===== src/lspg_pkg.sv =====
// Shared types, constants and helper functions of the LED status pattern generator.
package lspg_pkg;

  localparam int TimeBitsDef = 32;
  localparam int NowW        = 32;

  localparam int CfgIdxW  = 3;
  localparam int CfgDataW = 16;

  localparam logic [CfgIdxW-1:0] RegBright   = 3'd0;
  localparam logic [CfgIdxW-1:0] RegMedium   = 3'd1;
  localparam logic [CfgIdxW-1:0] RegDim      = 3'd2;
  localparam logic [CfgIdxW-1:0] RegCritical = 3'd3;
  localparam logic [CfgIdxW-1:0] RegLow      = 3'd4;
  localparam logic [CfgIdxW-1:0] RegBlink    = 3'd5;
  localparam logic [CfgIdxW-1:0] RegCharge   = 3'd6;
  localparam logic [CfgIdxW-1:0] RegSearch   = 3'd7;

  localparam logic [1:0] LinkDisc   = 2'd0;
  localparam logic [1:0] LinkSearch = 2'd1;
  localparam logic [1:0] LinkConn   = 2'd2;

  localparam int SlotWidth  = 100;
  localparam int SlotCycle  = 10 * SlotWidth;
  localparam int ChunkW     = 10;
  localparam int NumChunks  = (NowW + ChunkW - 1) / ChunkW;
  localparam int PadW       = NumChunks * ChunkW;
  localparam int ResW       = 21;
  localparam int FoldWeight = (1 << ChunkW) % SlotCycle;

  localparam logic [ChunkW-1:0] ChunkWeight [NumChunks] = '{10'd1, 10'd24, 10'd576, 10'd824};

  typedef struct packed {
    logic [7:0] bright_level;
    logic [7:0] medium_level;
    logic [7:0] dim_level;
    logic [6:0] critical_percent;
    logic [6:0] low_percent;
    logic [15:0] blink_interval_ms;
    logic [15:0] charge_step_ms;
    logic [15:0] search_step_ms;
  } cfg_t;

  typedef struct packed {
    logic [1:0]        link_state;
    logic signed [7:0] battery_pct;
    logic              is_charging;
    logic [ResW-1:0]   slot_sum;
  } item_t;

  typedef struct packed {
    logic       drive_write;
    logic [7:0] brightness;
  } res_t;

  typedef struct packed {
    logic [7:0] level;
    logic       rising;
  } breathe_t;

  function automatic logic [ResW-1:0] slot_residue(logic [NowW-1:0] now);
    logic [PadW-1:0] pad;
    logic [ResW-1:0] acc;
    pad = PadW'(now);
    acc = '0;
    for (int k = 0; k < NumChunks; k++) begin
      acc = acc + ResW'(pad[k*ChunkW +: ChunkW]) * ResW'(ChunkWeight[k]);
    end
    return acc;
  endfunction

  function automatic logic slot_on(logic [ResW-1:0] sum);
    logic [ResW-1:0] r;
    r = sum;
    for (int i = 0; i < 3; i++) begin
      r = ResW'(r[ChunkW-1:0]) + ResW'(r[ResW-1:ChunkW]) * ResW'(FoldWeight);
    end
    if (r >= ResW'(SlotCycle)) begin
      r = r - ResW'(SlotCycle);
    end
    return (r < ResW'(2 * SlotWidth)) ||
           ((r >= ResW'(3 * SlotWidth)) && (r < ResW'(5 * SlotWidth)));
  endfunction

  function automatic breathe_t breathe(logic [7:0] level, logic rising, logic [7:0] peak);
    breathe_t b;
    b.level  = level;
    b.rising = rising;
    if (rising) begin
      b.level  = level + 8'd1;
      b.rising = !(b.level >= peak);
    end else if (level == 8'd0) begin
      b.rising = 1'b1;
    end else begin
      b.level = level - 8'd1;
    end
    return b;
  endfunction

endpackage


===== src/lspg_upd_if.sv =====
// Update channel: valid/ready handshake with the update item payload.
interface lspg_upd_if;
  logic              valid;
  logic              ready;
  logic [31:0]       now_ms;
  logic [1:0]        link_state;
  logic signed [7:0] battery_pct;
  logic              is_charging;

  modport source (output valid, now_ms, link_state, battery_pct, is_charging, input ready);
  modport sink   (input valid, now_ms, link_state, battery_pct, is_charging, output ready);
endinterface


===== src/lspg_res_if.sv =====
// Result channel: valid/ready handshake with the LED write payload.
interface lspg_res_if;
  logic       valid;
  logic       ready;
  logic       drive_write;
  logic [7:0] brightness;

  modport source (output valid, drive_write, brightness, input ready);
  modport sink   (input valid, drive_write, brightness, output ready);
endinterface


===== src/lspg_cfg.sv =====
// Configuration register file with reset levels, thresholds and step intervals.
module lspg_cfg (
  input  logic                         clk_i,
  input  logic                         rst_ni,
  input  logic                         we_i,
  input  logic [lspg_pkg::CfgIdxW-1:0]  idx_i,
  input  logic [lspg_pkg::CfgDataW-1:0] wdata_i,
  output lspg_pkg::cfg_t               cfg_o
);
  import lspg_pkg::*;

  cfg_t cfg_q, cfg_d;

  always_comb begin
    cfg_d = cfg_q;
    if (we_i) begin
      unique case (idx_i)
        RegBright:   cfg_d.bright_level      = wdata_i[7:0];
        RegMedium:   cfg_d.medium_level      = wdata_i[7:0];
        RegDim:      cfg_d.dim_level         = wdata_i[7:0];
        RegCritical: cfg_d.critical_percent  = wdata_i[6:0];
        RegLow:      cfg_d.low_percent       = wdata_i[6:0];
        RegBlink:    cfg_d.blink_interval_ms = wdata_i;
        RegCharge:   cfg_d.charge_step_ms    = wdata_i;
        RegSearch:   cfg_d.search_step_ms    = wdata_i;
        default:     cfg_d = cfg_q;
      endcase
    end
  end

  always_ff @(posedge clk_i or negedge rst_ni) begin
    if (!rst_ni) begin
      cfg_q.bright_level      <= 8'd255;
      cfg_q.medium_level      <= 8'd128;
      cfg_q.dim_level         <= 8'd32;
      cfg_q.critical_percent  <= 7'd5;
      cfg_q.low_percent       <= 7'd15;
      cfg_q.blink_interval_ms <= 16'd50;
      cfg_q.charge_step_ms    <= 16'd40;
      cfg_q.search_step_ms    <= 16'd30;
    end else begin
      cfg_q <= cfg_d;
    end
  end

  assign cfg_o = cfg_q;

endmodule


===== src/lspg_core.sv =====
// Mode selection, pattern state and result register of the LED status pattern generator.
module lspg_core #(
  parameter int TIME_BITS = lspg_pkg::TimeBitsDef
) (
  input  logic                 clk_i,
  input  logic                 rst_ni,
  input  lspg_pkg::cfg_t       cfg_i,
  input  logic                 item_valid_i,
  input  lspg_pkg::item_t      item_i,
  input  logic [TIME_BITS-1:0] now_i,
  output logic                 take_o,
  output logic                 res_valid_o,
  input  logic                 res_ready_i,
  output lspg_pkg::res_t       res_o
);
  import lspg_pkg::*;

  logic [TIME_BITS-1:0] last_q, last_d, elapsed;
  logic                 rising_q, rising_d;
  logic [7:0]           level_q, level_d;
  logic                 res_valid_q;
  res_t                 res_q, res_d;
  logic                 crit, low, charge_mode;
  logic [7:0]           peak;
  breathe_t             br;

  assign take_o      = item_valid_i && (!res_valid_q || res_ready_i);
  assign elapsed     = now_i - last_q;
  assign crit        = !item_i.battery_pct[7] && (item_i.battery_pct[6:0] < cfg_i.critical_percent);
  assign low         = !item_i.battery_pct[7] && (item_i.battery_pct[6:0] < cfg_i.low_percent);
  assign charge_mode = !crit && item_i.is_charging;
  assign peak        = charge_mode ? cfg_i.medium_level : cfg_i.dim_level;
  assign br          = breathe(level_q, rising_q, peak);

  always_comb begin
    res_d    = '0;
    last_d   = last_q;
    rising_d = rising_q;
    level_d  = level_q;
    if (crit) begin
      if (elapsed > TIME_BITS'(cfg_i.blink_interval_ms)) begin
        last_d            = now_i;
        rising_d          = !rising_q;
        res_d.drive_write = 1'b1;
        res_d.brightness  = rising_d ? cfg_i.bright_level : 8'd0;
      end
    end else if (item_i.is_charging) begin
      if (elapsed > TIME_BITS'(cfg_i.charge_step_ms)) begin
        last_d            = now_i;
        level_d           = br.level;
        rising_d          = br.rising;
        res_d.drive_write = 1'b1;
        res_d.brightness  = br.level;
      end
    end else if (low) begin
      res_d.drive_write = 1'b1;
      res_d.brightness  = slot_on(item_i.slot_sum) ? cfg_i.medium_level : 8'd0;
    end else begin
      case (item_i.link_state)
        LinkDisc: begin
          res_d.drive_write = 1'b1;
        end
        LinkSearch: begin
          if (elapsed > TIME_BITS'(cfg_i.search_step_ms)) begin
            last_d            = now_i;
            level_d           = br.level;
            rising_d          = br.rising;
            res_d.drive_write = 1'b1;
            res_d.brightness  = br.level;
          end
        end
        LinkConn: begin
          res_d.drive_write = 1'b1;
          res_d.brightness  = cfg_i.dim_level;
        end
        default: begin
          res_d = '0;
        end
      endcase
    end
  end

  always_ff @(posedge clk_i or negedge rst_ni) begin
    if (!rst_ni) begin
      last_q      <= '0;
      rising_q    <= 1'b1;
      level_q     <= 8'd0;
      res_valid_q <= 1'b0;
    end else if (take_o) begin
      last_q      <= last_d;
      rising_q    <= rising_d;
      level_q     <= level_d;
      res_valid_q <= 1'b1;
    end else if (res_ready_i) begin
      res_valid_q <= 1'b0;
    end
  end

  always_ff @(posedge clk_i) begin
    if (take_o) begin
      res_q <= res_d;
    end
  end

  assign res_valid_o = res_valid_q;
  assign res_o       = res_q;

endmodule


===== src/led_status_pattern_generator_unit.sv =====
// Top level of the LED status pattern generator: input register, slot residue, core, config.
//
//   channel  | dir | handshake    | payload
//   upd_i    | in  | valid/ready  | now_ms, link_state, battery_pct, is_charging
//   res_o    | out | valid/ready  | drive_write, brightness
//   cfg      | in  | cfg_we_i     | cfg_idx_i, cfg_wdata_i
//
// One update per cycle while the result channel is not stalled; a transfer loads the input
// register, and when the core takes the item it loads the result register and updates the
// pattern state, so each result is registered in the input register and then the result register.
// Reset clears the pattern state and loads the register defaults; no clearing pass.
// A stalled result holds in the result register; one more update waits in the input
// register, and only then does ready drop.
module led_status_pattern_generator_unit #(
  parameter int TIME_BITS = lspg_pkg::TimeBitsDef
) (
  input  logic                          clk_i,
  input  logic                          rst_ni,
  lspg_upd_if.sink                      upd_i,
  lspg_res_if.source                    res_o,
  input  logic                          cfg_we_i,
  input  logic [lspg_pkg::CfgIdxW-1:0]  cfg_idx_i,
  input  logic [lspg_pkg::CfgDataW-1:0] cfg_wdata_i
);
  import lspg_pkg::*;

  localparam logic [NowW-1:0] NowMask =
    (TIME_BITS >= NowW) ? {NowW{1'b1}} : NowW'((64'd1 << TIME_BITS) - 64'd1);

  cfg_t                 cfg;
  logic                 item_valid_q;
  item_t                item_q, item_d;
  logic [TIME_BITS-1:0] now_q;
  logic [NowW-1:0]      now_m;
  logic                 take;
  res_t                 res;

  assign now_m       = upd_i.now_ms & NowMask;
  assign upd_i.ready = !item_valid_q || take;

  always_comb begin
    item_d.link_state  = upd_i.link_state;
    item_d.battery_pct = upd_i.battery_pct;
    item_d.is_charging = upd_i.is_charging;
    item_d.slot_sum    = slot_residue(now_m);
  end

  always_ff @(posedge clk_i or negedge rst_ni) begin
    if (!rst_ni) begin
      item_valid_q <= 1'b0;
    end else if (upd_i.valid && upd_i.ready) begin
      item_valid_q <= 1'b1;
    end else if (take) begin
      item_valid_q <= 1'b0;
    end
  end

  always_ff @(posedge clk_i) begin
    if (upd_i.valid && upd_i.ready) begin
      item_q <= item_d;
      now_q  <= TIME_BITS'(now_m);
    end
  end

  lspg_cfg u_cfg (
    .clk_i   (clk_i),
    .rst_ni  (rst_ni),
    .we_i    (cfg_we_i),
    .idx_i   (cfg_idx_i),
    .wdata_i (cfg_wdata_i),
    .cfg_o   (cfg)
  );

  lspg_core #(
    .TIME_BITS (TIME_BITS)
  ) u_core (
    .clk_i        (clk_i),
    .rst_ni       (rst_ni),
    .cfg_i        (cfg),
    .item_valid_i (item_valid_q),
    .item_i       (item_q),
    .now_i        (now_q),
    .take_o       (take),
    .res_valid_o  (res_o.valid),
    .res_ready_i  (res_o.ready),
    .res_o        (res)
  );

  assign res_o.drive_write = res.drive_write;
  assign res_o.brightness  = res.brightness;

endmodule


===== src/flat_wrapper.sv =====
// flat-port wrapper written by rule: the top's interface ports become plain ports
module led_status_pattern_generator_unit_flat import lspg_pkg::*;
#(
  parameter int TIME_BITS = lspg_pkg::TimeBitsDef
)
  (clk_i, rst_ni, cfg_we_i, cfg_idx_i, cfg_wdata_i, upd_i_valid, upd_i_now_ms, upd_i_link_state, upd_i_battery_pct, upd_i_is_charging, upd_i_ready, res_o_valid, res_o_drive_write, res_o_brightness, res_o_ready);
  lspg_upd_if upd_i_i ();
  lspg_res_if res_o_i ();
  input  logic clk_i;
  input  logic rst_ni;
  input  logic cfg_we_i;
  input  logic [lspg_pkg::CfgIdxW-1:0] cfg_idx_i;
  input  logic [lspg_pkg::CfgDataW-1:0] cfg_wdata_i;
  input wire logic [$bits(upd_i_i.valid)-1:0] upd_i_valid;
  input wire logic [$bits(upd_i_i.now_ms)-1:0] upd_i_now_ms;
  input wire logic [$bits(upd_i_i.link_state)-1:0] upd_i_link_state;
  input wire logic [$bits(upd_i_i.battery_pct)-1:0] upd_i_battery_pct;
  input wire logic [$bits(upd_i_i.is_charging)-1:0] upd_i_is_charging;
  output wire logic [$bits(upd_i_i.ready)-1:0] upd_i_ready;
  output wire logic [$bits(res_o_i.valid)-1:0] res_o_valid;
  output wire logic [$bits(res_o_i.drive_write)-1:0] res_o_drive_write;
  output wire logic [$bits(res_o_i.brightness)-1:0] res_o_brightness;
  input wire logic [$bits(res_o_i.ready)-1:0] res_o_ready;
  assign upd_i_i.valid = upd_i_valid;
  assign upd_i_i.now_ms = upd_i_now_ms;
  assign upd_i_i.link_state = upd_i_link_state;
  assign upd_i_i.battery_pct = upd_i_battery_pct;
  assign upd_i_i.is_charging = upd_i_is_charging;
  assign upd_i_ready = upd_i_i.ready;
  assign res_o_valid = res_o_i.valid;
  assign res_o_drive_write = res_o_i.drive_write;
  assign res_o_brightness = res_o_i.brightness;
  assign res_o_i.ready = res_o_ready;
  led_status_pattern_generator_unit #(.TIME_BITS(TIME_BITS)) u_core (.clk_i(clk_i), .rst_ni(rst_ni), .upd_i(upd_i_i), .res_o(res_o_i), .cfg_we_i(cfg_we_i), .cfg_idx_i(cfg_idx_i), .cfg_wdata_i(cfg_wdata_i));
endmodule

===== config.mk =====
export PLATFORM = sky130hd
export DESIGN_NAME = led_status_pattern_generator_unit_flat
export DESIGN_NICKNAME = d
export VERILOG_FILES = /design/src/lspg_pkg.sv /design/src/lspg_upd_if.sv /design/src/lspg_res_if.sv /design/src/lspg_cfg.sv /design/src/lspg_core.sv /design/src/led_status_pattern_generator_unit.sv /design/src/flat_wrapper.sv
export SDC_FILE = /design/constraint.sdc
export NUM_CORES = 1
export LEC_CHECK = 0
export BUFFER_PORTS_ARGS = -buffer_cell sky130_fd_sc_hd__buf_2
export CORE_UTILIZATION = 46
export CTS_BUF_LIST = sky130_fd_sc_hd__clkbuf_8
export DETAILED_ROUTE_END_ITERATION = 16
export HOLD_SLACK_MARGIN = 0.06
export PLACE_DENSITY_LB_ADDON = 0.1
export SYNTH_ARGS = -nofsm -noshare
export SYNTH_HDL_FRONTEND = slang
export SYNTH_SLANG_ARGS = --single-unit

===== constraint.sdc =====
create_clock -name clk_i -period 12.8 [get_ports clk_i]
set_input_delay 1.28 -clock clk_i [delete_from_list [all_inputs] [get_ports clk_i]]
set_output_delay 1.28 -clock clk_i [all_outputs]
set_load 0.02 [all_outputs]

==> impl_metrics.tcl <==
set metrics [dict create \
    fp.dieW_um 186 \
    ff2ff_path_depth 35 \
    period_minus_slack_ns 9.09 \
    r2r-end "u_core.u_core.res_o[1]" \
    clk_pin_slew_worst_paths_ns 0.11 \
    hold_buffers 0 \
    grt_pass1_vias 11300 \
    arrival_ns 9.32 \
    num_rows 67 \
    grt_usage 0.204 \
    whs_path_depth 1 \
    post-dp-hpwl_mm 26.5 \
    worstPathRequired_ns 13.03 \
    vias_per_cell 5.43 \
    cts_buffer_depth 2 \
    grt_max_degree 76 \
    tns_ns 0 \
    drt_wl_total_mm 34.1 \
    drtAntennaViolNets 0 \
    run_status "finished clean" \
    synth-async-reset-ratio 0.648 \
    initial_core_util 0.467 \
    syn_to_final_growth_pct 7.83 \
    vias 11300 \
    cts_sinks 199 \
    critPathKind "flip-flop to flip-flop" \
    pin_count 78 \
    synthCells 1550 \
    min_path_type "flip-flop to flip-flop" \
    final_core_util 0.503 \
    rsz0062_at_grt "false" \
    ys_types 88 \
    cp-endpoint "u_core.u_core.res_o[1]" \
    root_buffer "clkbuf_8" \
    drt_iter0_drc 582 \
    first_pass_iters 5 \
    synth_area_um2 15700 \
    timing.rr.start "u_core.item_q[11]" \
    cap_violations 0 \
    drcViolationCount 0 \
    synth_flop_cell "dfrtp_1" \
    clock.fmax_mhz 110 \
    postSynthAreaPerCell_um2 10.1 \
    dpl_cell_area_um2 16500 \
    wl_per_cell_um 16.4 \
    critPathCaptureType "flip-flop" \
    worstSkewPairLatency_ns 0.51 \
    critPathLaunchType "flip-flop" \
    syn-num-nets 1838 \
    ys_seq_elements 199 \
    routabilityCongestion 0.849 \
    grt-ovfl-total 0 \
    io_buffers 77 \
    critPathMostFrequentCell "ha_1" \
    core_um2 33500 \
    antenna_found_initial 0 \
    finalClockSkew_ns 0.0195 \
    cp_slowest_stage_delay_ns 0.54 \
    mostFrequentLayoutCell "ha_1" \
    drv_slew 0 \
    finalCritPeriodShare 0.710 \
    htreeDepth 4 \
    die_h_um 186 \
    final_area_um2 16900 \
    hp-start "u_core.item_valid_q" \
    crit_start "u_core.item_q[11]" \
    setup_violations 0 \
    synth_edf_count 70 \
    cts_inserted_buffers 17 \
    hold_violations 0 \
    post_cts_resized 0 \
    synth-seq-area-share 0.343 \
    postCtsSetupBuffers 0 \
    worstMarginPinSlew_ns 1.17 \
    final_cell_mix "ha_1, inv_1, nand2_1" \
    drive_above_1_share 0.176 \
    maxSlewHeadroom 0.217 \
    cts_tree "built" \
    die-area_um2 34800 \
    cpMaxStageDelayCell "xor2_1" \
    grt_pass1_wl_mm 57.3 \
    antenna_cells 0 \
    reg2reg_slack_ns 3.71 \
    yosysWarnings 0 \
    final_nets 1911 \
    path_max_fanout 8 \
]
[synthesized netlist by cell type, types with 5 or more instances]
master | count | area, um2
nand4b_1 | 5 | 43.8
inv_1 | 160 | 601
nand2_1 | 107 | 402
nor2_1 | 85 | 319
o211ai_1 | 9 | 67.6
xor2_1 | 38 | 333
dfrtp_1 | 103 | 2580
o2111ai_1 | 9 | 78.8
xnor2_1 | 69 | 604
nand3_1 | 22 | 110
o21ai_1 | 5 | 25.0
a21o_1 | 42 | 315
nand4_1 | 17 | 106
a21oi_1 | 93 | 465
a21oi_2 | 5 | 43.8
mux2_4 | 29 | 435
fa_1 | 16 | 320
a31oi_1 | 7 | 43.8
a211oi_1 | 10 | 75.1
dfstp_2 | 26 | 683
ha_1 | 205 | 2560
o21ai_0 | 80 | 400
mux2i_1 | 6 | 60.1
edfxtp_1 | 70 | 2100
and2_1 | 5 | 31.3
o21bai_1 | 20 | 150
nor3b_1 | 7 | 52.6
mux2_2 | 82 | 923
nand2b_1 | 15 | 93.8
nor2b_1 | 19 | 119
a211o_1 | 6 | 52.6
o21a_1 | 18 | 135
nor3_1 | 18 | 90.1
or3_1 | 9 | 56.3
and3_1 | 12 | 75.1
nor4_1 | 6 | 37.5
clkbuf_1 | 18 | 67.6
[layer usage]
layer  track usage  vias to the layer above  share of wire
met1         0.271                     5434           0.48
met2         0.348                      142           0.48
met3        0.0297                       29          0.020
li1              -                     5702              -
met4        0.0539                        0          0.017
met5             0                        -              0
[worst min path at each step]
stage / end / slack [ns]
after floorplan: u_core.u_core.res_valid_o / 0.46
after global placement: u_core.u_core.res_valid_o / 0.47
after detailed placement: u_core.u_core.res_valid_o / 0.49
after CTS: u_core.u_core.res_valid_o / 0.50
after global routing: u_core.u_core.res_valid_o / 0.53
final: u_core.u_core.res_valid_o / 0.50
[registers in the layout, summed over array words and instances (netlist names)]
signal,cells
u_core.u_cfg.cfg_o,86
u_core.now_q,32
u_core.u_core.last_q,32
u_core.item_q,29
u_core.u_core.res_o,9
u_core.u_core.level_q,8
u_core.item_valid_q,1
u_core.u_core.res_valid_o,1
u_core.u_core.rising_q,1
[cell families (layout without fill, tap and decap cells)]
| kind of cell | after synthesis | after routing | share of synthesized area |
|---|---|---|---|
| AOI/OAI and AO/OA | 363 | 363 | 0.158 |
| adders and majority gates | 221 | 221 | 0.184 |
| muxes | 117 | 117 | 0.0906 |
| and+or+nand+nor | 351 | 351 | 0.112 |
| xor gates and xnor gates | 108 | 108 | 0.0609 |
| other | 1 | 1 | 0.000240 |
| DFF | 199 | 199 | 0.343 |
| buffers and inverters | 190 | 276 | 0.0512 |
[critical path, delay by kind of cell, from the launching register on]
family,cells,cell delay [ns]
adders and majority gates,7,2.23
AOI/OAI and AO/OA,15,3.48
buffers and inverters,2,0.16
xor gates and xnor gates,4,1.23
DFF,1,0.40
muxes,1,0.36
and+or+nand+nor,6,0.95
[per-stage QoR]
stage / hold WS, ns / setup slack, ns / std cells
floorplan: 0.457 / 4.69 / 1550
CTS: 0.499 / 3.74 / 2084
global placement: 0.470 / 4.07 / 2052
finish: 0.498 / 3.71 / 2084
global route: 0.529 / 2.77 / 2084
detailed placement: 0.491 / 3.75 / 2052
[layout make-up]
cell class | instances | area, um2
fill | 3207 | 16700
multi-input combinational | 1161 | 9490
sequential | 199 | 5360
inverter | 160 | 601
tap | 448 | 561
timing repair buffer | 84 | 440
clock buffer | 18 | 248
clock inverter | 14 | 176
Power is not shown: default switching activity piles up to over one toggle a cycle in this logic, so the estimate is an artifact.
